**src/hw/rtl/cstat_pkg.sv**
```systemverilog
// Shared types, counter indexes and state codes for the I/O call statistics block.
package cstat_pkg;

    localparam int CSTAT_NUM_COUNTERS = 19;
    localparam int CTR_W              = 64;
    localparam int IDX_W              = 5;
    localparam int DIV_STEPS          = 64;

    typedef logic [IDX_W-1:0] ctr_idx_t;

    localparam ctr_idx_t CTR_RD_BYTES = 5'd0;
    localparam ctr_idx_t CTR_RD_CALLS = 5'd1;
    localparam ctr_idx_t CTR_RD_ERR   = 5'd2;
    localparam ctr_idx_t CTR_RD_INTR  = 5'd3;
    localparam ctr_idx_t CTR_RD_WBLK  = 5'd4;
    localparam ctr_idx_t CTR_RD_SHORT = 5'd5;
    localparam ctr_idx_t CTR_RD_EOF   = 5'd6;
    localparam ctr_idx_t CTR_RD_MEAN  = 5'd7;
    localparam ctr_idx_t CTR_RD_USEC  = 5'd8;
    localparam ctr_idx_t CTR_WR_BYTES = 5'd9;
    localparam ctr_idx_t CTR_WR_CALLS = 5'd10;
    localparam ctr_idx_t CTR_WR_ERR   = 5'd11;
    localparam ctr_idx_t CTR_WR_SHORT = 5'd12;
    localparam ctr_idx_t CTR_WR_MEAN  = 5'd13;
    localparam ctr_idx_t CTR_WR_USEC  = 5'd14;
    localparam ctr_idx_t CTR_OP_CALLS = 5'd15;
    localparam ctr_idx_t CTR_OP_ERR   = 5'd16;
    localparam ctr_idx_t CTR_OP_FDS   = 5'd17;

    typedef enum logic [2:0] {
        FN_OPEN   = 3'd0,
        FN_READ   = 3'd1,
        FN_IREAD  = 3'd2,
        FN_WRITE  = 3'd3,
        FN_IWRITE = 3'd4,
        FN_CLEAR  = 3'd5,
        FN_QUERY  = 3'd6
    } func_t;

    localparam logic [1:0] CAUSE_INTR = 2'd1;
    localparam logic [1:0] CAUSE_WBLK = 2'd2;

    typedef struct packed {
        logic [2:0]         func;
        logic [31:0]        item_size;
        logic [31:0]        item_count;
        logic signed [32:0] returned;
        logic [1:0]         error_cause;
        logic               at_eof;
        logic [31:0]        duration_us;
        logic [4:0]         counter_select;
    } item_t;

    typedef struct packed {
        logic             we;
        logic             clr;
        ctr_idx_t         addr;
        logic [CTR_W-1:0] wdata;
    } bank_cmd_t;

    typedef struct packed {
        logic             load;
        ctr_idx_t         id;
        logic [CTR_W-1:0] value;
    } query_t;

    typedef enum logic [4:0] {
        S_IDLE,
        S_OPEN,
        S_CALLS,
        S_INC1,
        S_INC2,
        S_MREQ,
        S_MBYTES,
        S_BYTES,
        S_SHORT,
        S_USEC,
        S_PROD0,
        S_PROD1,
        S_PROD2,
        S_PROD3,
        S_PROD4,
        S_DIV,
        S_CLEAR,
        S_QUERY
    } seq_state_t;

endpackage

```
**src/hw/rtl/cstat_bank.sv**
```systemverilog
// Counter register file: one read port, one write port, bulk clear.
module cstat_bank
    import cstat_pkg::*;
#(
    parameter int NUM_COUNTERS = CSTAT_NUM_COUNTERS
) (
    input  logic             clk,
    input  logic             rst_n,
    input  bank_cmd_t        cmd,
    input  ctr_idx_t         rd_addr,
    output logic [CTR_W-1:0] rd_data
);

    localparam int              ADDR_W  = $clog2(NUM_COUNTERS);
    localparam logic [IDX_W:0]  NUM_LIM = NUM_COUNTERS[IDX_W:0];

    logic [CTR_W-1:0] bank_reg [NUM_COUNTERS];

    always_ff @(posedge clk or negedge rst_n)
    begin
        if (!rst_n)
        begin
            bank_reg <= '{default: '0};
        end
        else if (cmd.clr)
        begin
            bank_reg <= '{default: '0};
        end
        else if (cmd.we && ({1'b0, cmd.addr} < NUM_LIM))
        begin
            bank_reg[cmd.addr[ADDR_W-1:0]] <= cmd.wdata;
        end
    end

    // out-of-range selects read as zero
    always_comb
    begin
        if ({1'b0, rd_addr} < NUM_LIM)
        begin
            rd_data = bank_reg[rd_addr[ADDR_W-1:0]];
        end
        else
        begin
            rd_data = '0;
        end
    end

endmodule

```
**config.mk**
```make
export PLATFORM = sky130hd
export DESIGN_NAME = cstat_bank
export DESIGN_NICKNAME = d
export VERILOG_FILES = /design/src/hw/rtl/cstat_pkg.sv /design/src/hw/rtl/cstat_bank.sv
export SDC_FILE = /design/constraint.sdc
export NUM_CORES = 2
export LEC_CHECK = 0
export ABC_AREA = 1
export CAP_MARGIN = 15
export CORE_MARGIN = 2
export CORE_UTILIZATION = 35
export DETAILED_ROUTE_END_ITERATION = 16
export DONT_BUFFER_PORTS = 1
export HOLD_SLACK_MARGIN = 0.06
export PLACE_DENSITY = 0.47
export RECOVER_POWER = 100
export REMOVE_ABC_BUFFERS = 1
export SKIP_CTS_REPAIR_TIMING = 1
export SLEW_MARGIN = 10
export SYNTH_ARGS = -nofsm -noshare
export SYNTH_HDL_FRONTEND = slang
export SYNTH_SLANG_ARGS = --single-unit
export TNS_END_PERCENT = 100
```
**constraint.sdc**
```tcl
create_clock -name clk -period 2.4 [get_ports clk]
set_input_delay 0.48 -clock clk [delete_from_list [all_inputs] [get_ports clk]]
set_output_delay 0.48 -clock clk [all_outputs]
set_load 0.005 [all_outputs]
```
# --- After elaboration in Yosys (flattened, before gate mapping) ---
# Index checks and enable logic that the tools add are counted.
totals:
  wordCells: 38
  ff_bits: 1216
op_classes:
  magnitude_cmp: 5
  mux: 9
  bitwise: 2
  reduce_logical: 3
ops:
  columns: ["operator", "n"]
  rows:
  - ["1216-bit two-way mux", 2]
  - ["1216-bit bitwise mux", 1]
  - ["64-bit binary-select mux with 5-bit select", 1]
  - ["64-bit demux with 5-bit select", 1]
  - ["64-bit two-way mux", 4]
  - ["6-bit >= comparator, second input constant", 2]
  - ["5-bit NOT with 6-bit output", 2]
  - ["5-bit < comparator, second input constant", 2]
  - ["6-bit by 1-bit < comparator with 1-bit output, second input constant", 1]
  - ["1-bit logical AND", 2]
  - ["2-bit nonzero test", 1]

# --- Longest topological paths before layout ---
depth:
  word_depth: 8
  mapped_depth: 15

# --- Worst setup path before layout ---
# Ideal clock, no wire load.
synth_timing:
  path_type: "input-to-output"
  from: "input rd_addr[0]"
  to: "output rd_data[0]"
  slack_ps: 176
  arrival_time_ps: 1744
  path_stages: 10
  required_time_ps: 1920
  cell_sequence: "buf_2 -> inv_1 -> buf_2 -> nand2_1 -> buf_2 -> buf_2 -> clkbuf_1 -> o21ai_0 -> nand2_1 -> nand2_1"
synth_via:
  elab_chain_cells: 5
  word_cells_on_any_way: 6
synth_lines:
  columns: ["element", "line", "text"]
  rows:
  - ["start: declaration", "cstat_bank.sv:10", "input ctr_idx_t rd_addr,"]
  - ["5-bit NOT with 6-bit output (implied by the code)", "cstat_bank.sv:40", "rd_data = bank_reg[rd_addr[ADDR_W-1:0]];"]
  - ["64-bit binary-select mux with 5-bit select", "cstat_bank.sv:40", null]
  - ["64-bit two-way mux (implied by the code) (2 in series)", "cstat_bank.sv:40", null]
  - ["64-bit two-way mux *", "cstat_bank.sv:38", "if ({1'b0, rd_addr} < NUM_LIM)"]
  - ["end: declaration", "cstat_bank.sv:11", "output logic [CTR_W-1:0] rd_data"]
# Mark *: on every way between the ends. The rest lies on a longest branch, timed or not. The select of a mux whose other input is x is not followed.

# --- Worst setup path in the final report ---
layout_timing:
  from: "input rd_addr[0]"
  to: "output rd_data[2]"
# Same word-level chain as after synthesis.

==> metrics.txt <==
initial antenna violation count 2; clk slew on worst S/H paths 0.06 ns; CP dominant cell by count nand2_1; synthesis-to-finish area growth 18.6%; Leakage 32.9 nW; initial drt markers 5346; failing checks negative hold slack, max-slew violations, negative setup slack; CP arrival 3.25 ns; cells along the critical path o21ai_0 -> nand2_1 -> nand3_1 -> nand3_1 -> nand2_2 -> nand2_1 -> nand2_1; worst-skew pair later-pin latency 0.77 ns; Fmax 0.268 GHz; area of the die 0.169 mm^2; vias in the first global route 51800; Clock Skews 0 ns; gr busiest metal met2; run status finished, violations left; CP top delay family compound AO/OA/AOI/OAI gates; Placed Area 0.0630 mm^2; RSZ-0062 raised after global routing true; Total Routing Usage GR 0.279; DRT Pass-1 Iters 6; critical path's largest stage delay 0.79 ns; die height 412 um; Syn. warnings 0; final worst path period share 1.56; M3 GR Usage 0.0423; Crit path required time 1.92 ns; register bit total from synthesis 1216; Max stage delay cell, worst path o21ai_0; final WL 241000 um; gpl congestion 0.800; Mapped Cells 7543; synthesized area per cell 7.71 um^2; Longest Clk Path Bufs 3; Worst Tran Pin Value 2.84 ns; H-tree levels 4; total grt overflow 0; row count 149; ANT nets after route 0; Worst slew margin -0.895; design area 0.0689 mm^2; Seq. cell area 0.0304 mm^2; power per cell area 678 mW/mm^2; VDD IR max 0.000757 V; Tmin final 3.73 ns; CTS sink count 1216; most common cell after layout, fill and taps aside nand2_1; Synth cell types 22; Root Driver clkbuf_16; Setup TNS Final -77.64 ns; fill cell count 17000; crit path kind in2out; first-pass GRT wire length 355000 um; Max Cap Viol 0; Finished Layout Cells 9804; drt wl/cell 24.6 um; PnR worst setup slack -1.33 ns; hold_ws -0.352 ns; Core Footprint 0.165 mm^2; Buffers & Inverters on Critical Path 0; CP max FO 611; Die X 412 um; sequential fraction of the synthesis area 0.523; placed insts 9483; I/O Pins 142; final hold vios 81; max FFs per register 1216; final-report setup violation count 294; # port buffers 0; met2 usage 0.445; Max Slew Vio Count 530; CP endpoint kind primary output; nets@finish 7581; DRC viols 0; Via density 5.42; CP startpoint kind input port; met1 GRT Util 0.395; dpl hpwl 125000 um; Initial Util 0.352; Num CTS Buffers 143; Syn Std Cell Area 0.0581 mm^2; CTS tree yes; largest net degree at the start of global routing 612; vias post-DR 53200; ratio of cells with drive above 1 in the final layout 0.106; Worst Hold Class in2async; Multi-input gate area 0.0230 mm^2; most frequent cells in the layout nand2_1, dfrtp_1, nand3_1, inv_1, o21ai_0
## through the flow
step | worst slack (ns) | hold slack, ns | utilization | total power [mW]
floorplan | -11.62 | 0.184 | - | 22.6
global placement | -0.606 | 0.203 | 0.382 | 24.8
detailed placement | -0.580 | 0.197 | 0.382 | 24.8
CTS | -0.293 | -0.642 | 0.410 | 46.9
global route | -0.624 | -0.354 | 0.418 | 48.2
finish | -1.33 | -0.352 | 0.418 | 46.8
## routing by layer
layer  vias to the layer above  share of wire
met5                         -        0.00013
met3                       355          0.065
met2                      1780           0.46
li1                      24300              -
met1                     26700           0.45
met4                         4          0.025
## report_power, final
part | switching (mW) | total (mW) | internal [mW]
clock | 9.06 | 22.0 | 12.9
combinational | 2.94 | 4.12 | 1.18
sequential | 0.0356 | 20.6 | 20.6
total | 12.0 | 46.8 | 34.7
## kinds of logic (layout without fill, tap and decap cells)
logic type | count (synthesis) | after routing | share of synthesized area
buffers and inverters | 1388 | 1458 | 0.0943
flip-flops | 1216 | 1216 | 0.523
AO/OA/AOI/OAI | 1356 | 1356 | 0.129
AND/OR/NAND/NOR | 3583 | 3583 | 0.253
other | 0 | 2 | 0
## final cells by class
cell class,instances,share of cell area
Sequential cell,1216,0.441
Multi-Input combinational cell,4939,0.334
Timing Repair Buffer,434,0.0744
Clock buffer,229,0.0632
Inverter,769,0.0426
Tap cell,2189,0.0397
Clock inverter,26,0.00428
Antenna cell,2,0.0000726
## cell usage after synthesis, drive strengths merged
cell       n  area (um^2)
nand3b    16          120
nand4      3         18.8
nor2     172          668
buf      256         1230
dfrtp   1216        30400
nand2   2451         9220
o22ai    466         2920
nand3    940         4700
a21oi     64          320
inv      769         2890
clkbuf   363         1360
o21ai    773         3870
nor3       1         5.00
o211ai    49          368
o31ai      4         30.0
## final timing paths
path / start / to / slack [ns] / cells past startpoint
setup / recovery: rd_addr[0] / rd_data[2] / -1.33 / 7
hold / removal: rst_n / bank_reg[884] / -0.35 / 1
setup reg to reg: bank_reg[161] / bank_reg[161] / 1.63 / 2
hold reg to reg: bank_reg[413] / bank_reg[413] / 0.50 / 2
max in group asynchronous: rst_n / bank_reg[1044] / -0.04 / 5
min in group clk: cmd[68] / bank_reg[1021] / 0.10 / 3
(Power assumes the default switching activity.)
