$ cat config.mk
export PLATFORM = sky130hd
export DESIGN_NAME = cstat_div
export DESIGN_NICKNAME = d
export VERILOG_FILES = /design/src/hw/rtl/cstat_pkg.sv /design/src/hw/rtl/cstat_div.sv
export SDC_FILE = /design/constraint.sdc
export NUM_CORES = 1
export LEC_CHECK = 0
export BUFFER_PORTS_ARGS = -buffer_cell sky130_fd_sc_hd__buf_4
export CAP_MARGIN = 5
export CORE_MARGIN = 3
export CORE_UTILIZATION = 34
export DETAILED_ROUTE_END_ITERATION = 10
export PLACE_DENSITY = 0.53
export SYNTH_ARGS = -nofsm -noshare
export SYNTH_HDL_FRONTEND = slang
export SYNTH_SLANG_ARGS = --single-unit
$ cat constraint.sdc
create_clock -name clk -period 3.9 [get_ports clk]
set_input_delay 0.195 -clock clk [delete_from_list [all_inputs] [get_ports clk]]
set_output_delay 0.195 -clock clk [all_outputs]
set_load 0.02 [all_outputs]
$ cat src/hw/rtl/cstat_pkg.sv
// Shared types, counter indexes and state codes for the I/O call statistics block.
package cstat_pkg;

    localparam int CSTAT_NUM_COUNTERS = 19;
    localparam int CTR_W              = 64;
    localparam int IDX_W              = 5;
    localparam int DIV_STEPS          = 64;

    typedef logic [IDX_W-1:0] ctr_idx_t;

    localparam ctr_idx_t CTR_RD_BYTES = 5'd0;
    localparam ctr_idx_t CTR_RD_CALLS = 5'd1;
    localparam ctr_idx_t CTR_RD_ERR   = 5'd2;
    localparam ctr_idx_t CTR_RD_INTR  = 5'd3;
    localparam ctr_idx_t CTR_RD_WBLK  = 5'd4;
    localparam ctr_idx_t CTR_RD_SHORT = 5'd5;
    localparam ctr_idx_t CTR_RD_EOF   = 5'd6;
    localparam ctr_idx_t CTR_RD_MEAN  = 5'd7;
    localparam ctr_idx_t CTR_RD_USEC  = 5'd8;
    localparam ctr_idx_t CTR_WR_BYTES = 5'd9;
    localparam ctr_idx_t CTR_WR_CALLS = 5'd10;
    localparam ctr_idx_t CTR_WR_ERR   = 5'd11;
    localparam ctr_idx_t CTR_WR_SHORT = 5'd12;
    localparam ctr_idx_t CTR_WR_MEAN  = 5'd13;
    localparam ctr_idx_t CTR_WR_USEC  = 5'd14;
    localparam ctr_idx_t CTR_OP_CALLS = 5'd15;
    localparam ctr_idx_t CTR_OP_ERR   = 5'd16;
    localparam ctr_idx_t CTR_OP_FDS   = 5'd17;

    typedef enum logic [2:0] {
        FN_OPEN   = 3'd0,
        FN_READ   = 3'd1,
        FN_IREAD  = 3'd2,
        FN_WRITE  = 3'd3,
        FN_IWRITE = 3'd4,
        FN_CLEAR  = 3'd5,
        FN_QUERY  = 3'd6
    } func_t;

    localparam logic [1:0] CAUSE_INTR = 2'd1;
    localparam logic [1:0] CAUSE_WBLK = 2'd2;

    typedef struct packed {
        logic [2:0]         func;
        logic [31:0]        item_size;
        logic [31:0]        item_count;
        logic signed [32:0] returned;
        logic [1:0]         error_cause;
        logic               at_eof;
        logic [31:0]        duration_us;
        logic [4:0]         counter_select;
    } item_t;

    typedef struct packed {
        logic             we;
        logic             clr;
        ctr_idx_t         addr;
        logic [CTR_W-1:0] wdata;
    } bank_cmd_t;

    typedef struct packed {
        logic             load;
        ctr_idx_t         id;
        logic [CTR_W-1:0] value;
    } query_t;

    typedef enum logic [4:0] {
        S_IDLE,
        S_OPEN,
        S_CALLS,
        S_INC1,
        S_INC2,
        S_MREQ,
        S_MBYTES,
        S_BYTES,
        S_SHORT,
        S_USEC,
        S_PROD0,
        S_PROD1,
        S_PROD2,
        S_PROD3,
        S_PROD4,
        S_DIV,
        S_CLEAR,
        S_QUERY
    } seq_state_t;

endpackage

$ cat src/hw/rtl/cstat_div.sv
// Restoring 64-bit divider, one quotient bit per cycle.
module cstat_div
    import cstat_pkg::*;
(
    input  logic             clk,
    input  logic             rst_n,
    input  logic             start,
    input  logic [CTR_W-1:0] dividend,
    input  logic [CTR_W-1:0] divisor,
    output logic             done,
    output logic [CTR_W-1:0] quotient
);

    localparam int CNT_W = $clog2(DIV_STEPS);
    localparam logic [CNT_W-1:0] CNT_LAST = CNT_W'(DIV_STEPS - 1);

    logic             busy_reg;
    logic             done_reg;
    logic [CNT_W-1:0] cnt_reg;
    logic [CTR_W-1:0] q_reg;
    logic [CTR_W-1:0] r_reg;
    logic [CTR_W-1:0] d_reg;

    logic [CTR_W:0]   shifted;
    logic [CTR_W:0]   diff;
    logic [CTR_W-1:0] q_next;
    logic [CTR_W-1:0] r_next;

    always_comb
    begin
        shifted = {r_reg, q_reg[CTR_W-1]};
        diff    = shifted - {1'b0, d_reg};
        if (!diff[CTR_W])
        begin
            r_next = diff[CTR_W-1:0];
            q_next = {q_reg[CTR_W-2:0], 1'b1};
        end
        else
        begin
            r_next = shifted[CTR_W-1:0];
            q_next = {q_reg[CTR_W-2:0], 1'b0};
        end
    end

    always_ff @(posedge clk or negedge rst_n)
    begin
        if (!rst_n)
        begin
            busy_reg <= 1'b0;
            done_reg <= 1'b0;
            cnt_reg  <= '0;
        end
        else
        begin
            done_reg <= busy_reg && (cnt_reg == CNT_LAST);
            if (start)
            begin
                busy_reg <= 1'b1;
                cnt_reg  <= '0;
            end
            else if (busy_reg)
            begin
                cnt_reg <= cnt_reg + 1'b1;
                if (cnt_reg == CNT_LAST)
                begin
                    busy_reg <= 1'b0;
                end
            end
        end
    end

    always_ff @(posedge clk)
    begin
        if (start)
        begin
            q_reg <= dividend;
            r_reg <= '0;
            d_reg <= divisor;
        end
        else if (busy_reg)
        begin
            q_reg <= q_next;
            r_reg <= r_next;
        end
    end

    assign done     = done_reg;
    assign quotient = q_reg;

endmodule

======== Word level (Yosys, flattened, before mapping) ========
Index checks and enable logic that the tools add are counted.
word-level totals
  register bits ........................... 200
  bits of input ports ..................... 131
  output and inout bits ................... 65
  word-level logic and storage cells ...... 20
operators by class
  add/subtract/negate cells ............... 2
  equal/unequal tests ..................... 1
  multiplexer cells ....................... 9
  reduce and logical (&&, ||, !) cells .... 2
operator list
  cell                                         number
  two-way mux 64 bit                           3
  subtractor 65 x 64 -> 65 bit                 1
  two-way mux 6 bit                            2
  adder 6 x 1 -> 6 bit, second input constant  1
  equality test 6 bit, second input constant   1
  two-way mux 1 bit                            4
  nonzero test 2 bit                           1
  logical AND 1 bit                            1

======== Longest topological paths before layout ========
  word-level depth ........................ 4
  gate-level depth with buffers ........... 14
  gate-level depth less buffers ........... 13

======== Worst setup path before layout ========
OpenSTA, ideal clock, no wires.
  path type ............................... flip-flop to flip-flop
  start ................................... register q_reg[63] (netlist: quotient[63])
  end ..................................... register r_reg[59]
  data arrival time ....................... 3.085 ns
  data required time ...................... 3.821 ns
  path slack .............................. 0.736 ns
  stages on the path, launching flop included .. 14
  clock period less this slack ............ 3.164 ns
  path through ............................ edfxtp_1 > inv_1 > ha_1 > fa_1 > nand2b_1 > a211oi_2 > o21ai_1 > o2111ai_1 > nand2_1 > o21ai_4 > xor2_4 > o211ai_1 > a311o_1 > a211oi_2
on the way
  longest elaborated chain between the ends .. 2
ends and longest elaborated chain
  item                          RTL line         source
  start: declaration            cstat_div.sv:20  logic [CTR_W-1:0] q_reg;
  start signal: assignment      cstat_div.sv:76  q_reg <= dividend;
  start signal: assignment      cstat_div.sv:82  q_reg <= q_next;
  subtractor 65 x 64 -> 65 bit  cstat_div.sv:32  diff = shifted - {1'b0, d_reg};
  two-way mux 64 bit            cstat_div.sv:33  if (!diff[CTR_W])
  end signal: assignment        cstat_div.sv:83  r_reg <= r_next;
  end: declaration              cstat_div.sv:21  logic [CTR_W-1:0] r_reg;
Every way passes these cells.
A chain may end at the register's enable or synchronous reset.

======== Worst setup path after layout ========
  start ................................... register q_reg[63] (netlist: quotient[63])
  end ..................................... register r_reg[22]
Same word-level chain as after synthesis.

==> results.toml <==
[place]
place_inst = 1858
placed_area_um2 = 13830
port_buffers = 195
place_hpwl_um = 24280
gp_routability_congestion = 0.8913

[worst_setup_path]
cp_common_cell = "nand2_1"
required_ns = 4.26
cp_num_buf_inv = 3
cp_data_arrival_time_ns = 3.91
crit_path_end_kind = "register"
cp_cell_sequence = "inv_1 -> ha_1 -> fa_1 -> nand2b_1 -> a211oi_2 -> o21ai_1 -> o2111ai_1 -> nand2_1 -> o21ai_4 -> buf_12 -> xnor2_4 -> buf_4 -> nand2_1 -> a311oi_1"
startpoint_type = "register"
path_max_fanout = 14
max_stage_delay_ns = 0.39
cp_top_family = "compound AO/OA/AOI/OAI gates"
path_class = "reg -> reg"
slowest_stage = "fa_1"

[finish]
syn_to_final_growth_pct = 26.46
drive_above_1_share = 0.2142
final_cell_area_um2 = 15110
n_antenna_cell = 0
stdcell_count = 1958
layout.nets = 1687
final_common_cell = "buf_4"
nFillCells = 3372
utilization = 0.4364
final_cell_mix = "buf_4 (207), nand2_1 (170), edfxtp_1 (128)"

[routing]
wl_um = 33450
drt_iter0_drc = 649
drc_errors = 0
vias = 10130
vias_per_cell = 5.175
ant_nets = 0
dr.pass1.iters = 5
wl_per_cell_um = 17.08

[global_routing]
grt_pass1_vias = 10080
grt_pass1_wl_um = 53630
antenna_found_initial = 0
globalRoute.totalOverflow = 0
grtUsageTotal = 0.1748
grt_max_degree = 91

[floorplan]
io_pins = 196
fp.coreArea_um2 = 34630
initial_core_util = 0.3451
chipHeight_um = 193.5
fp.dieW_um = 193.5
placement_rows = 68
die-area_um2 = 37430

[synth]
yosysWarnings = 0
syn_area_um2 = 11950
synth_fp_nets = 1466
async_flop_share = 0.04000
synth_xor_area_frac = 0.04691
yosys.area.top_type = "edfxtp_1"
synth_top_cell_area_share = 0.3217
synth_seq_area_share = 0.4457
yosys-mux-area-fraction = 0.06105
synth_compound_area_frac = 0.1834
syn_inst = 1269
synthSimpleGateAreaFrac = 0.1418
synth_top_family_by_area = "compound AO/OA/AOI/OAI gates"
synth-seq-cells = 200
synthAdderAreaFrac = 0.06974
synth_edf_count = 128
yosysUniqueCellTypes = 63
synth_area_leaders = "edfxtp_1 (32%), dfxtp_1 (11%), ha_1 (6.8%)"
synth_ff_type = "edfxtp_1"
synth_area_per_cell_um2 = 9.416

[sta]
slew_headroom = 0.4374
worst_slew_pin_slew_ns = 0.8398
drv_slew = 0
rsz0062_at_grt = "no"
skew_ns = 0.01244
period_needed_ns = 3.550
setup_violations = 0
min_period_over_period = 0.9103
fmax_mhz = 281.7
timing.setup.tns_ns = 0
hold_violations = 0

[power_and_ir_drop]
ir_drop_uv = 329.4
p_leak_nw = 6.304
power_density_nw_per_um2 = 339.2
finalPower_mw = 5.126

[clocking]
cts_buffer_depth = 2
numCtsBuffers = 17
htree_levels = 4
cts.clk_slew.worst_paths_ns = 0.08
clock_latency_ns = 0.46
clock-sinks = 200
clock-root-buffer = "clkbuf_16"
cts_tree = "yes"

[min_path]
hold_class = "in -> reg"

[run]
cap_violations = 0

[status]
status = "finished clean"
through the flow:
stage	setup WS, ns	hold WS (ns)
final	0.3500	0.03325
after global routing	0.02203	0.01245
after CTS	0.1953	0.01023
after detailed placement	0.2308	0.02428
after global placement	0.3515	0.02166
after floorplan	0.7356	-0.1006
area by class of cell:
type / count / area [µm²] / area share
multi-input combinational: 914 / 6038 / 0.3996
clock inverter: 13 / 136.4 / 0.009025
clock buffer: 19 / 442.9 / 0.02931
sequential: 200 / 5329 / 0.3527
timing repair buffer: 278 / 2298 / 0.1521
inverter: 79 / 296.5 / 0.01962
tap: 455 / 569.3 / 0.03768
layer usage:
metal / track usage / vias up / share of wire
li1: - / 5050 / -
met1: 0.2293 / 4795 / 0.46
met2: 0.2764 / 264 / 0.45
met3: 0.06374 / 23 / 0.076
met4: 0.04152 / 0 / 0.013
met5: 0 / - / 0
worst paths after layout:
check                             startpoint      endpoint  slack [ns]  depth (start not counted)
worst max-delay path            quotient[63]     r_reg[22]        0.35                         14
worst min-delay path            dividend[36]  quotient[36]        0.03                          2
worst max register to register  quotient[63]     r_reg[22]        0.35                         14
worst min register to register      r_reg[1]      r_reg[1]        0.49                          2
max in group asynchronous              rst_n      busy_reg        3.64                          2
min in group asynchronous              rst_n    cnt_reg[0]        0.12                          2
worst reg2reg max path, stage by stage (launching register included):
cell,delay [ns]
edfxtp_1,0.37
inv_1,0.05
ha_1,0.22
fa_1,0.39
nand2b_1,0.21
a211oi_2,0.27
o21ai_1,0.15
o2111ai_1,0.26
nand2_1,0.19
o21ai_4,0.29
buf_12,0.15
xnor2_4,0.27
buf_4,0.31
nand2_1,0.07
a311oi_1,0.24
cell families after synthesis:
kind of cell    after synthesis
simple gates                391
compound gates              330
flops                       200
buf+inv                     156
fa+ha+maj                    66
mux                          65
xor+xnor                     61
power breakdown:
group	total, mW	switching [mW]	internal [mW]	leakage, nW
sequential	2.47	0.0695	2.40	1.93
clock	1.80	0.883	0.920	0.286
combinational	0.853	0.451	0.402	4.09
synthesized netlist by cell type (3+ instances only):
master,instances
dfxtp_1,64
nor4_1,3
and2_1,4
o21bai_1,12
nor3_1,17
o211ai_1,11
xor2_1,25
dfrtp_1,8
buf_1,4
nor2_1,116
nand4_1,34
mux2_2,63
nor2b_1,5
ha_1,65
nand2_1,171
o31ai_1,6
a21o_1,31
o21ai_0,52
a21oi_1,99
or3_1,5
a31oi_1,9
edfxtp_1,128
a211oi_2,3
o21a_1,9
a21boi_0,3
buf_2,24
a211oi_1,27
nand3_1,19
inv_1,79
a311oi_1,40
clkbuf_1,49
o221ai_1,5
nand2b_1,5
xnor2_1,34
timing repair:
action	in CTS	in global routing
hold buffers	65	0
gates resized for setup	0	2
endpoints found under the setup margin	0	35
setup buffers	0	2
hold endpoints to repair	72	0
Power figures use the tool's default switching activity.
