File: config.mk
export PLATFORM = sky130hd
export DESIGN_NAME = cstat_seq
export DESIGN_NICKNAME = d
export VERILOG_FILES = /design/src/hw/rtl/cstat_pkg.sv /design/src/hw/rtl/cstat_seq.sv
export SDC_FILE = /design/constraint.sdc
export NUM_CORES = 2
export LEC_CHECK = 0
export ABC_AREA = 1
export BUFFER_PORTS_ARGS = -buffer_cell sky130_fd_sc_hd__buf_4
export CORE_MARGIN = 2
export CORE_UTILIZATION = 56
export DETAILED_ROUTE_END_ITERATION = 16
export PLACE_DENSITY = 0.75
export SETUP_SLACK_MARGIN = 0.5
export SYNTH_ARGS = -nofsm -noshare
export SYNTH_HDL_FRONTEND = slang
export SYNTH_SLANG_ARGS = --single-unit
File: constraint.sdc
create_clock -name clk -period 9.2 [get_ports clk]
set_input_delay 0.46 -clock clk [delete_from_list [all_inputs] [get_ports clk]]
set_output_delay 0.46 -clock clk [all_outputs]
set_load 0.1 [all_outputs]
File: src/hw/rtl/cstat_pkg.sv
// Shared types, counter indexes and state codes for the I/O call statistics block.
package cstat_pkg;

    localparam int CSTAT_NUM_COUNTERS = 19;
    localparam int CTR_W              = 64;
    localparam int IDX_W              = 5;
    localparam int DIV_STEPS          = 64;

    typedef logic [IDX_W-1:0] ctr_idx_t;

    localparam ctr_idx_t CTR_RD_BYTES = 5'd0;
    localparam ctr_idx_t CTR_RD_CALLS = 5'd1;
    localparam ctr_idx_t CTR_RD_ERR   = 5'd2;
    localparam ctr_idx_t CTR_RD_INTR  = 5'd3;
    localparam ctr_idx_t CTR_RD_WBLK  = 5'd4;
    localparam ctr_idx_t CTR_RD_SHORT = 5'd5;
    localparam ctr_idx_t CTR_RD_EOF   = 5'd6;
    localparam ctr_idx_t CTR_RD_MEAN  = 5'd7;
    localparam ctr_idx_t CTR_RD_USEC  = 5'd8;
    localparam ctr_idx_t CTR_WR_BYTES = 5'd9;
    localparam ctr_idx_t CTR_WR_CALLS = 5'd10;
    localparam ctr_idx_t CTR_WR_ERR   = 5'd11;
    localparam ctr_idx_t CTR_WR_SHORT = 5'd12;
    localparam ctr_idx_t CTR_WR_MEAN  = 5'd13;
    localparam ctr_idx_t CTR_WR_USEC  = 5'd14;
    localparam ctr_idx_t CTR_OP_CALLS = 5'd15;
    localparam ctr_idx_t CTR_OP_ERR   = 5'd16;
    localparam ctr_idx_t CTR_OP_FDS   = 5'd17;

    typedef enum logic [2:0] {
        FN_OPEN   = 3'd0,
        FN_READ   = 3'd1,
        FN_IREAD  = 3'd2,
        FN_WRITE  = 3'd3,
        FN_IWRITE = 3'd4,
        FN_CLEAR  = 3'd5,
        FN_QUERY  = 3'd6
    } func_t;

    localparam logic [1:0] CAUSE_INTR = 2'd1;
    localparam logic [1:0] CAUSE_WBLK = 2'd2;

    typedef struct packed {
        logic [2:0]         func;
        logic [31:0]        item_size;
        logic [31:0]        item_count;
        logic signed [32:0] returned;
        logic [1:0]         error_cause;
        logic               at_eof;
        logic [31:0]        duration_us;
        logic [4:0]         counter_select;
    } item_t;

    typedef struct packed {
        logic             we;
        logic             clr;
        ctr_idx_t         addr;
        logic [CTR_W-1:0] wdata;
    } bank_cmd_t;

    typedef struct packed {
        logic             load;
        ctr_idx_t         id;
        logic [CTR_W-1:0] value;
    } query_t;

    typedef enum logic [4:0] {
        S_IDLE,
        S_OPEN,
        S_CALLS,
        S_INC1,
        S_INC2,
        S_MREQ,
        S_MBYTES,
        S_BYTES,
        S_SHORT,
        S_USEC,
        S_PROD0,
        S_PROD1,
        S_PROD2,
        S_PROD3,
        S_PROD4,
        S_DIV,
        S_CLEAR,
        S_QUERY
    } seq_state_t;

endpackage

File: src/hw/rtl/cstat_seq.sv
// Sequencer: decodes an event and drives the shared multiplier, adder and divider.
module cstat_seq
    import cstat_pkg::*;
(
    input  logic             clk,
    input  logic             rst_n,
    input  logic             start,
    input  item_t            item,
    output logic             ready,
    input  logic             out_free,
    output query_t           query,
    output bank_cmd_t        cmd,
    output ctr_idx_t         rd_addr,
    input  logic [CTR_W-1:0] rd_data,
    output logic             div_start,
    output logic [CTR_W-1:0] div_dividend,
    output logic [CTR_W-1:0] div_divisor,
    input  logic             div_done,
    input  logic [CTR_W-1:0] div_quotient
);

    typedef enum logic [1:0] {
        WD_INC,
        WD_PROD,
        WD_DUR,
        WD_QUOT
    } wsel_t;

    seq_state_t state_reg, state_next;

    logic             wr_reg;
    logic             itm_reg;
    logic             ok_reg;
    ctr_idx_t         inc1_reg;
    logic             inc2_vld_reg;
    ctr_idx_t         inc2_reg;
    logic [31:0]      size_reg;
    logic [31:0]      count_reg;
    logic [31:0]      ret_reg;
    logic [31:0]      dur_reg;
    ctr_idx_t         sel_reg;
    logic [CTR_W-1:0] n_reg;
    logic [CTR_W-1:0] req_reg;
    logic [CTR_W-1:0] mul_reg;
    logic [CTR_W-1:0] acc_reg;

    logic             dec_neg;
    logic             dec_pos;
    logic             dec_wr;
    logic             dec_itm;
    logic             dec_ok;
    ctr_idx_t         dec_inc1;
    logic             dec_inc2_vld;
    ctr_idx_t         dec_inc2;

    ctr_idx_t         calls_idx;
    ctr_idx_t         bytes_idx;
    ctr_idx_t         short_idx;
    ctr_idx_t         mean_idx;
    ctr_idx_t         usec_idx;

    logic [31:0]      mul_a;
    logic [31:0]      mul_b;
    logic [CTR_W-1:0] prod;
    logic [31:0]      scale;
    wsel_t            wsel;
    logic [CTR_W-1:0] addend;
    logic             cmd_we;
    logic             cmd_clr;
    logic             query_load;

    // event decode at acceptance
    always_comb
    begin
        dec_neg      = item.returned[32];
        dec_pos      = !dec_neg && (item.returned[31:0] != 32'd0);
        dec_wr       = 1'b0;
        dec_itm      = 1'b0;
        dec_ok       = 1'b0;
        dec_inc1     = CTR_OP_FDS;
        dec_inc2_vld = 1'b0;
        dec_inc2     = (item.error_cause == CAUSE_INTR) ? CTR_RD_INTR : CTR_RD_WBLK;
        case (func_t'(item.func))
            FN_OPEN:
            begin
                dec_inc1 = dec_neg ? CTR_OP_ERR : CTR_OP_FDS;
            end
            FN_READ:
            begin
                dec_ok       = dec_pos;
                dec_inc1     = dec_neg ? CTR_RD_ERR : CTR_RD_EOF;
                dec_inc2_vld = dec_neg && ((item.error_cause == CAUSE_INTR) ||
                                           (item.error_cause == CAUSE_WBLK));
            end
            FN_IREAD:
            begin
                dec_itm  = 1'b1;
                dec_ok   = dec_pos;
                dec_inc1 = (!dec_neg && item.at_eof) ? CTR_RD_EOF : CTR_RD_ERR;
            end
            FN_WRITE:
            begin
                dec_wr   = 1'b1;
                dec_ok   = !dec_neg;
                dec_inc1 = CTR_WR_ERR;
            end
            FN_IWRITE:
            begin
                dec_wr   = 1'b1;
                dec_itm  = 1'b1;
                dec_ok   = dec_pos;
                dec_inc1 = CTR_WR_ERR;
            end
            default:
            begin
                dec_ok = 1'b0;
            end
        endcase
    end

    assign calls_idx = wr_reg ? CTR_WR_CALLS : CTR_RD_CALLS;
    assign bytes_idx = wr_reg ? CTR_WR_BYTES : CTR_RD_BYTES;
    assign short_idx = wr_reg ? CTR_WR_SHORT : CTR_RD_SHORT;
    assign mean_idx  = wr_reg ? CTR_WR_MEAN  : CTR_RD_MEAN;
    assign usec_idx  = wr_reg ? CTR_WR_USEC  : CTR_RD_USEC;
    assign scale     = itm_reg ? size_reg : 32'd1;

    // next state
    always_comb
    begin
        state_next = state_reg;
        case (state_reg)
            S_IDLE:
            begin
                if (start)
                begin
                    case (func_t'(item.func))
                        FN_OPEN:   state_next = S_OPEN;
                        FN_READ:   state_next = S_CALLS;
                        FN_IREAD:  state_next = S_CALLS;
                        FN_WRITE:  state_next = S_CALLS;
                        FN_IWRITE: state_next = S_CALLS;
                        FN_CLEAR:  state_next = S_CLEAR;
                        FN_QUERY:  state_next = S_QUERY;
                        default:   state_next = S_IDLE;
                    endcase
                end
            end
            S_OPEN:   state_next = S_INC1;
            S_CALLS:  state_next = ok_reg ? S_MREQ : S_INC1;
            S_INC1:   state_next = inc2_vld_reg ? S_INC2 : S_IDLE;
            S_INC2:   state_next = S_IDLE;
            S_MREQ:   state_next = S_MBYTES;
            S_MBYTES: state_next = S_BYTES;
            S_BYTES:  state_next = S_SHORT;
            S_SHORT:  state_next = S_USEC;
            // n+1 wraps to zero: mean stays as it is
            S_USEC:   state_next = (&n_reg) ? S_IDLE : S_PROD0;
            S_PROD0:  state_next = S_PROD1;
            S_PROD1:  state_next = S_PROD2;
            S_PROD2:  state_next = S_PROD3;
            S_PROD3:  state_next = S_PROD4;
            S_PROD4:  state_next = S_DIV;
            S_DIV:    state_next = div_done ? S_IDLE : S_DIV;
            S_CLEAR:  state_next = S_IDLE;
            S_QUERY:  state_next = out_free ? S_IDLE : S_QUERY;
            default:  state_next = S_IDLE;
        endcase
    end

    // outputs
    always_comb
    begin
        ready      = 1'b0;
        rd_addr    = mean_idx;
        cmd_we     = 1'b0;
        cmd_clr    = 1'b0;
        wsel       = WD_INC;
        div_start  = 1'b0;
        query_load = 1'b0;
        case (state_reg)
            S_IDLE:
            begin
                ready = 1'b1;
            end
            S_OPEN:
            begin
                rd_addr = CTR_OP_CALLS;
                cmd_we  = 1'b1;
            end
            S_CALLS:
            begin
                rd_addr = calls_idx;
                cmd_we  = 1'b1;
            end
            S_INC1:
            begin
                rd_addr = inc1_reg;
                cmd_we  = 1'b1;
            end
            S_INC2:
            begin
                rd_addr = inc2_reg;
                cmd_we  = 1'b1;
            end
            S_BYTES:
            begin
                rd_addr = bytes_idx;
                cmd_we  = 1'b1;
                wsel    = WD_PROD;
            end
            S_SHORT:
            begin
                rd_addr = short_idx;
                cmd_we  = (ret_reg < count_reg);
            end
            S_USEC:
            begin
                rd_addr = usec_idx;
                cmd_we  = 1'b1;
                wsel    = WD_DUR;
            end
            S_PROD4:
            begin
                div_start = 1'b1;
            end
            S_DIV:
            begin
                cmd_we = div_done;
                wsel   = WD_QUOT;
            end
            S_CLEAR:
            begin
                cmd_clr = 1'b1;
            end
            S_QUERY:
            begin
                rd_addr    = sel_reg;
                query_load = out_free;
            end
            default:
            begin
                ready = 1'b0;
            end
        endcase
    end

    // multiplier operands
    always_comb
    begin
        mul_a = '0;
        mul_b = '0;
        case (state_reg)
            S_MREQ:
            begin
                mul_a = count_reg;
                mul_b = scale;
            end
            S_MBYTES:
            begin
                mul_a = ret_reg;
                mul_b = scale;
            end
            // low 64 bits of n*mean from three 32x32 partial products
            S_PROD0:
            begin
                mul_a = n_reg[31:0];
                mul_b = rd_data[31:0];
            end
            S_PROD1:
            begin
                mul_a = n_reg[31:0];
                mul_b = rd_data[63:32];
            end
            S_PROD2:
            begin
                mul_a = n_reg[63:32];
                mul_b = rd_data[31:0];
            end
            default:
            begin
                mul_a = '0;
                mul_b = '0;
            end
        endcase
    end

    assign prod = {32'd0, mul_a} * {32'd0, mul_b};

    always_comb
    begin
        case (wsel)
            WD_INC:  addend = 64'd1;
            WD_PROD: addend = mul_reg;
            WD_DUR:  addend = {32'd0, dur_reg};
            default: addend = '0;
        endcase
    end

    assign cmd = '{we:    cmd_we,
                   clr:   cmd_clr,
                   addr:  rd_addr,
                   wdata: (wsel == WD_QUOT) ? div_quotient : (rd_data + addend)};
    assign query = '{load: query_load, id: sel_reg, value: rd_data};
    assign div_dividend = acc_reg + req_reg;
    assign div_divisor  = n_reg + 64'd1;

    always_ff @(posedge clk or negedge rst_n)
    begin
        if (!rst_n)
        begin
            state_reg <= S_IDLE;
        end
        else
        begin
            state_reg <= state_next;
        end
    end

    always_ff @(posedge clk)
    begin
        if (start)
        begin
            wr_reg       <= dec_wr;
            itm_reg      <= dec_itm;
            ok_reg       <= dec_ok;
            inc1_reg     <= dec_inc1;
            inc2_vld_reg <= dec_inc2_vld;
            inc2_reg     <= dec_inc2;
            size_reg     <= item.item_size;
            count_reg    <= item.item_count;
            ret_reg      <= item.returned[31:0];
            dur_reg      <= item.duration_us;
            sel_reg      <= item.counter_select;
        end
        case (state_reg)
            S_CALLS:
            begin
                n_reg <= rd_data;
            end
            S_MREQ:
            begin
                req_reg <= prod;
            end
            S_MBYTES, S_PROD0:
            begin
                mul_reg <= prod;
            end
            S_PROD1:
            begin
                acc_reg <= mul_reg;
                mul_reg <= prod;
            end
            S_PROD2:
            begin
                acc_reg <= acc_reg + {mul_reg[31:0], 32'd0};
                mul_reg <= prod;
            end
            S_PROD3:
            begin
                acc_reg <= acc_reg + {mul_reg[31:0], 32'd0};
            end
            default:
            begin
                acc_reg <= acc_reg;
            end
        endcase
    end

`ifndef NO_ASSERTIONS
    a_done_in_div: assert property (@(posedge clk) disable iff (!rst_n)
        div_done |-> (state_reg == S_DIV))
        else $error("divider finished outside the divide state");

    a_div_waits: assert property (@(posedge clk) disable iff (!rst_n)
        (state_reg == S_PROD4) |=> ((state_reg == S_DIV) && !div_done))
        else $error("divider finished too early");

    a_start_idle: assert property (@(posedge clk) disable iff (!rst_n)
        start |-> (state_reg == S_IDLE))
        else $error("transaction accepted while busy");

    a_query_free: assert property (@(posedge clk) disable iff (!rst_n)
        (state_reg == S_QUERY) && !out_free |=> (state_reg == S_QUERY))
        else $error("query left without a free response slot");
`endif

endmodule

# Word level (Yosys, flattened, before mapping)
# Index checks and enable logic that the tools add are counted.
# classes
addsub,4
multipliers,1
magnitude_cmp,1
n_eq_ne,29
n_mux,34
reduce_logical,21
# ops
op,n
adder 64 bit,3
one-hot mux 64 bit (3 select lines),1
one-hot mux 32 bit (4 select lines),1
one-hot mux 64 bit (2 select lines),1
one-hot mux 32 bit (3 select lines),1
one-hot mux 5 bit (16 select lines),1
adder 64 x 1 -> 64 bit (second input constant),1
multiplier 32 x 32 -> 64 bit,1
two-way mux 64 bit,1
AND reduction 64 bit,1
equality test 5 x 4 -> 1 bit (second input constant),8
one-hot mux 5 bit (4 select lines),2
one-hot mux 5 bit (8 select lines),1
less-than comparator 32 bit,1
two-way mux 32 bit,1
nonzero test 32 bit,1
two-way mux 4 bit,6
equality test 5 x 3 -> 1 bit (second input constant),4
two-way mux 3 bit,6
OR reduction 2 bit,6
equality test 5 x 2 -> 1 bit (second input constant),2
equality test 5 bit (second input constant),2
two-way mux 5 bit,2
equality test 3 bit (second input constant),3
other kinds (20),33
# totals
regBits,408
inputBits,273
output_inout_bits,276
word_cells,106

# Longest topological paths before layout
# logic_depth
ltp_word,6
mapped_depth,38
depth_no_buf,36

# Worst setup path before layout
# Ideal clock, no wire load.
# synth_path
path_type,register -> register
start,reg state_reg[1]
end,"reg mul_reg[55], data pin"
setup_ns,0.256
t_arrival_ns,7.507
required_ns,8.944
path_slack_ns,1.436
stages_incl_launch_ff,34
n_path_buf,3
synth_period_minus_slack_ns,7.764
cell_sequence,dfrtp_1 > inv_2 > nand2_2 > nor3_2 > buf_2 > buf_4 > nand2_1 > nand4_1 > buf_2 > nand2_1 > fa_1 > inv_1 > fa_1 > inv_1 > fa_1 > fa_1 > inv_1 > fa_1 > fa_1 > fa_1 > inv_1 > fa_1 > inv_1 > ha_1 > a21oi_1 > o21ai_0 > nand2_1 > nand2_1 > a21oi_1 > nor2_1 > nor2_1 > nand2_1 > nand2_1 > nand2_1
# synth_between
elab_chain_cells,4
elab_cells_between_ends,11
classes_between,mul (1); eq/ne (5); mux (2); reduce/logical (3)
# synth_rtl
item,line_no,source
start: declaration,cstat_seq.sv:29,"seq_state_t state_reg, state_next;"
start signal: assignment,cstat_seq.sv:316,state_reg <= state_next;
equality test 5 x 4 -> 1 bit or equality test 5 x 3 -> 1 bit (tied branches),cstat_seq.sv:253,case (state_reg)
OR reduction 2 bit (no line),n/a,
one-hot mux 32 bit (4 select lines) or one-hot mux 32 bit (3 select lines) (tied branches),cstat_seq.sv:253,
multiplier 32 x 32 -> 64 bit (*),cstat_seq.sv:288,"assign prod = {32'd0, mul_a} * {32'd0, mul_b};"
net prod[55],cstat_seq.sv:64,logic [CTR_W-1:0] prod;
end signal: assignment,cstat_seq.sv:347,mul_reg <= prod;
end signal: assignment,cstat_seq.sv:352,mul_reg <= prod;
end signal: assignment,cstat_seq.sv:357,mul_reg <= prod;
end: declaration,cstat_seq.sv:44,logic [CTR_W-1:0] mul_reg;
# Mark *: on every way through the listed nets, which the timed path passes. The rest lies on a longest branch.
# A chain may end at the register's enable or synchronous reset.

# Worst setup path in the final report
# layout_path
start,reg state_reg[1]
end,"reg req_reg[28], data pin"
# layout_between
elab_chain_cells,4
elab_cells_between_ends,11
classes_between,mul (1); eq/ne (5); mux (2); reduce/logical (3)
# layout_rtl
item,line_no,source
equality test 5 x 4 -> 1 bit or equality test 5 x 3 -> 1 bit (tied branches),cstat_seq.sv:253,
OR reduction 2 bit (no line),n/a,
one-hot mux 32 bit (4 select lines) or one-hot mux 32 bit (3 select lines) (tied branches),cstat_seq.sv:253,
multiplier 32 x 32 -> 64 bit (*),cstat_seq.sv:288,
net prod[28],cstat_seq.sv:64,
end signal: assignment,cstat_seq.sv:343,req_reg <= prod;
end: declaration,cstat_seq.sv:43,logic [CTR_W-1:0] req_reg;
# Marks and branches as above.

==> reports/qor.txt <==
Status -> completed
YS warnings -> 0
RSZ-0062 raised after global routing -> no
Max cap viols -> 0
Maximum vdd ir drop -> 0.263 mV
Detail Placement HPWL -> 245000 µm
Pleak -> 37.1 nW
I/O Buffers -> 548
DR iter-0 viols -> 8975
First-pass GRT wire length -> 418000 µm
Vias in the first global route -> 62922
Clock tree root driver cell -> clkbuf_16
Num CTS Buffers -> 49
CTS tree -> yes
Post-Place Cell Area -> 70800 µm²
Die W -> 344 µm
Routed vias -> 64661
Final Power -> 0.0136 W
Routed length per instance -> 27.4 µm
P&R area growth vs syn -> 15.2%
Worst-Margin Slew -> 1.18 ns
CP peak stage delay -> 0.60 ns
IO Pins -> 549
Vias/cell -> 6.00
Mapped Avg Cell Area -> 7.59 µm²
Post-Synth XOR/XNOR Area -> 2.42%
#FFs+latches synth -> 404
Clock power share -> 15.9%
Ys async rst share -> 1.24%
RD Place Congestion -> 1.17
FP Rows -> 124
Clk slew on worst S/H paths -> 0.08 ns
Mapped Area -> 64800 µm²
Simple-Gate Fraction of Synth Area -> 23.9%
Reg power frac -> 20.5%
Final Hold Fails -> 0
Post-synth EDFFs -> 399
Relative max-transition margin -> 20.3%
Remaining antenna violation count -> 0
CP max stage cell -> fa_1
Die area -> 118000 µm²
Most Frequent Cell on Critical Path -> fa_1
Pre-antenna DRT Iters -> 9
Worst clock skew -> 0.0479 ns
Largest net degree at the start of global routing -> 90
Pwr dens -> 183 nW/µm²
Fmax -> 117 MHz
Net Count, Synth -> 10153
Gate power share -> 63.6%
Initial Utilization -> 56.6%
Clock insertion delay at the later pin of the skew report -> 0.69 ns
Worst hold path type -> input port to register
H-tree Lvls -> 2
Min Tclk post-route -> 8.57 ns
Top_reg_cell synth -> edfxtp_1
Final setup vio count -> 0
CP Launch Type -> register
Synth Area in Adders -> 36.5%
Remaining DRCs -> 0
Cells after Synth -> 8528
Initial antenna violation count -> 28
Slew Viols, Final -> 0
NetSw -> 0.00788 W
CP max FO -> 14
CP Capture Type -> register
Post-synthesis mux area share -> 0%
Post-layout nets -> 10809
Sw frac -> 57.8%
Overall global routing resource usage -> 49.5%
Compound-Gate Fraction of Synth Area -> 5.70%
Cell-internal power -> 0.00574 W
Worst EP arrival -> 9.10 ns
CTS Buffer Depth -> 3
CORE AREA -> 115000 µm²
Ratio of cells with drive above 1 in the final layout -> 10.9%
Global route total overflow -> 0
Count of cell types in the netlist -> 53
Main combinational cell family by area after synthesis -> adder cells
WL final -> 295000 µm
Post-route cell area -> 74600 µm²
Critical path class -> register to register
Seq/Total Area, Yosys -> 18.7%
Worst endpoint required time -> 9.73 ns
Die Span Y -> 344 µm
Fin crit share -> 93.2%
CTS Sinks -> 404
-- worst paths after layout --
check                           cells past startpoint    startpoint           end  slack, ns
worst max register to register                     29  state_reg[1]   req_reg[28]       0.63
min in group asynchronous                           2         rst_n  state_reg[4]       0.34
max in group asynchronous                           2         rst_n  state_reg[1]       8.73
worst min register to register                      2  inc2_vld_reg  state_reg[2]       0.55
worst min-delay path                                1     item[117]  size_reg[12]      0.009
worst max-delay path                               29  state_reg[1]   req_reg[28]       0.63
-- kinds of logic after synthesis --
| family | count (synthesis) |
|---|---|
| compound gates | 638 |
| buf+inv | 2070 |
| flops | 404 |
| fa+ha+maj | 1352 |
| simple gates | 3885 |
| xor+xnor | 179 |
-- metrics by stage --
step	hold slack, ns	TNS [ns]	util [%]	setup WS, ns	instances
after global routing	0.00595	0	65.1	0.484	10736
after CTS	0.000381	0	64.6	0.465	10713
after global placement	0.279	-0.348	61.9	-0.0818	10491
after detailed placement	0.277	-0.486	61.9	-0.120	10491
after floorplan	0.164	0	-	1.44	8528
final	0.00852	0	65.2	0.626	10771
-- Yosys cell counts (all sizes together), types with 29 or more instances --
| cell | number | area (µm²) |
|---|---|---|
| xor2 | 116 | 1020 |
| ha | 453 | 5670 |
| fa | 899 | 18000 |
| nand4 | 74 | 482 |
| a21oi | 284 | 1580 |
| clkbuf | 52 | 195 |
| nor2 | 1250 | 4710 |
| nor4 | 29 | 181 |
| buf | 236 | 1390 |
| edfxtp | 399 | 12000 |
| xnor2 | 63 | 552 |
| nor3 | 84 | 430 |
| nand3 | 282 | 1410 |
| inv | 1780 | 6680 |
| o21ai | 237 | 1190 |
| nand2 | 2135 | 8030 |
-- what timing repair did --
item,CTS,global route
buffers inserted,8,19
hold buffers,123,2
pin swaps,1,4
endpoints found under the hold margin,127,2
setup endpoints to repair,82,90
resized for setup,23,95
gates cloned,0,2
-- layout by cell type, fill, tap and decap left out, drive strengths merged, types with 7 or more instances in the layout --
master and instances:
and2 7, inv 1776, nor3 84, dlygate4sd3 125, xor2 116, nor2 1251
nand2 2135, a32o 9, buf 765, o21bai 28, clkinv 26, o21ai 237
nand3b 16, nand3 282, a221oi 18, a21boi 10, bufinv 9, a21o 8
ha 453, nand4 74, a21oi 284, xnor2 63, edfxtp 399, o21a 25
nor4 29, diode 35, clkbuf 53, fa 899, clkinvlp 11
-- per-layer routing --
layer / share of wire, % / vias to the layer above / global-route usage (%) / wire length, µm
li1: - / 27249 / - / -
met1: 35 / 30821 / 63.5 / 104000
met2: 40 / 5309 / 70.5 / 119000
met3: 16 / 1264 / 16.7 / 46200
met4: 8.5 / 18 / 34.1 / 25100
met5: 0.075 / - / 0 / 222
-- critical path, delay by kind of cell (launching register included) --
kind	cells	cell delay (ns)
AND/OR/NAND/NOR	9	1.28
adder cells (fa/ha/maj)	9	4.57
buffers and inverters	8	1.27
XOR/XNOR	1	0.32
AO/OA/AOI/OAI	2	0.51
flip-flops	1	0.47
-- power groups by stage --
stage | sequential [W] | clock (W) | combinational [W]
2_1_floorplan | 0.00260 | 0 | 0.00531
3_3_place_gp | 0.00279 | 0 | 0.00805
3_5_place_dp | 0.00279 | 0 | 0.00814
4_1_cts | 0.00275 | 0.00214 | 0.00824
5_1_grt | 0.00278 | 0.00221 | 0.00890
6_report | 0.00279 | 0.00216 | 0.00867
-- cell type report --
type                    count  area (µm²)
clock buffers              51        1230
well taps                1512        1890
flip-flops and latches    404       12100
repair buffers            892        7320
inverters                1782        6780
multi-input cells        6055       44700
clock inverters            40         510
diodes                     35        87.6
fillers                 10020       39900
Note: power is estimated with default switching activity, not from simulation.
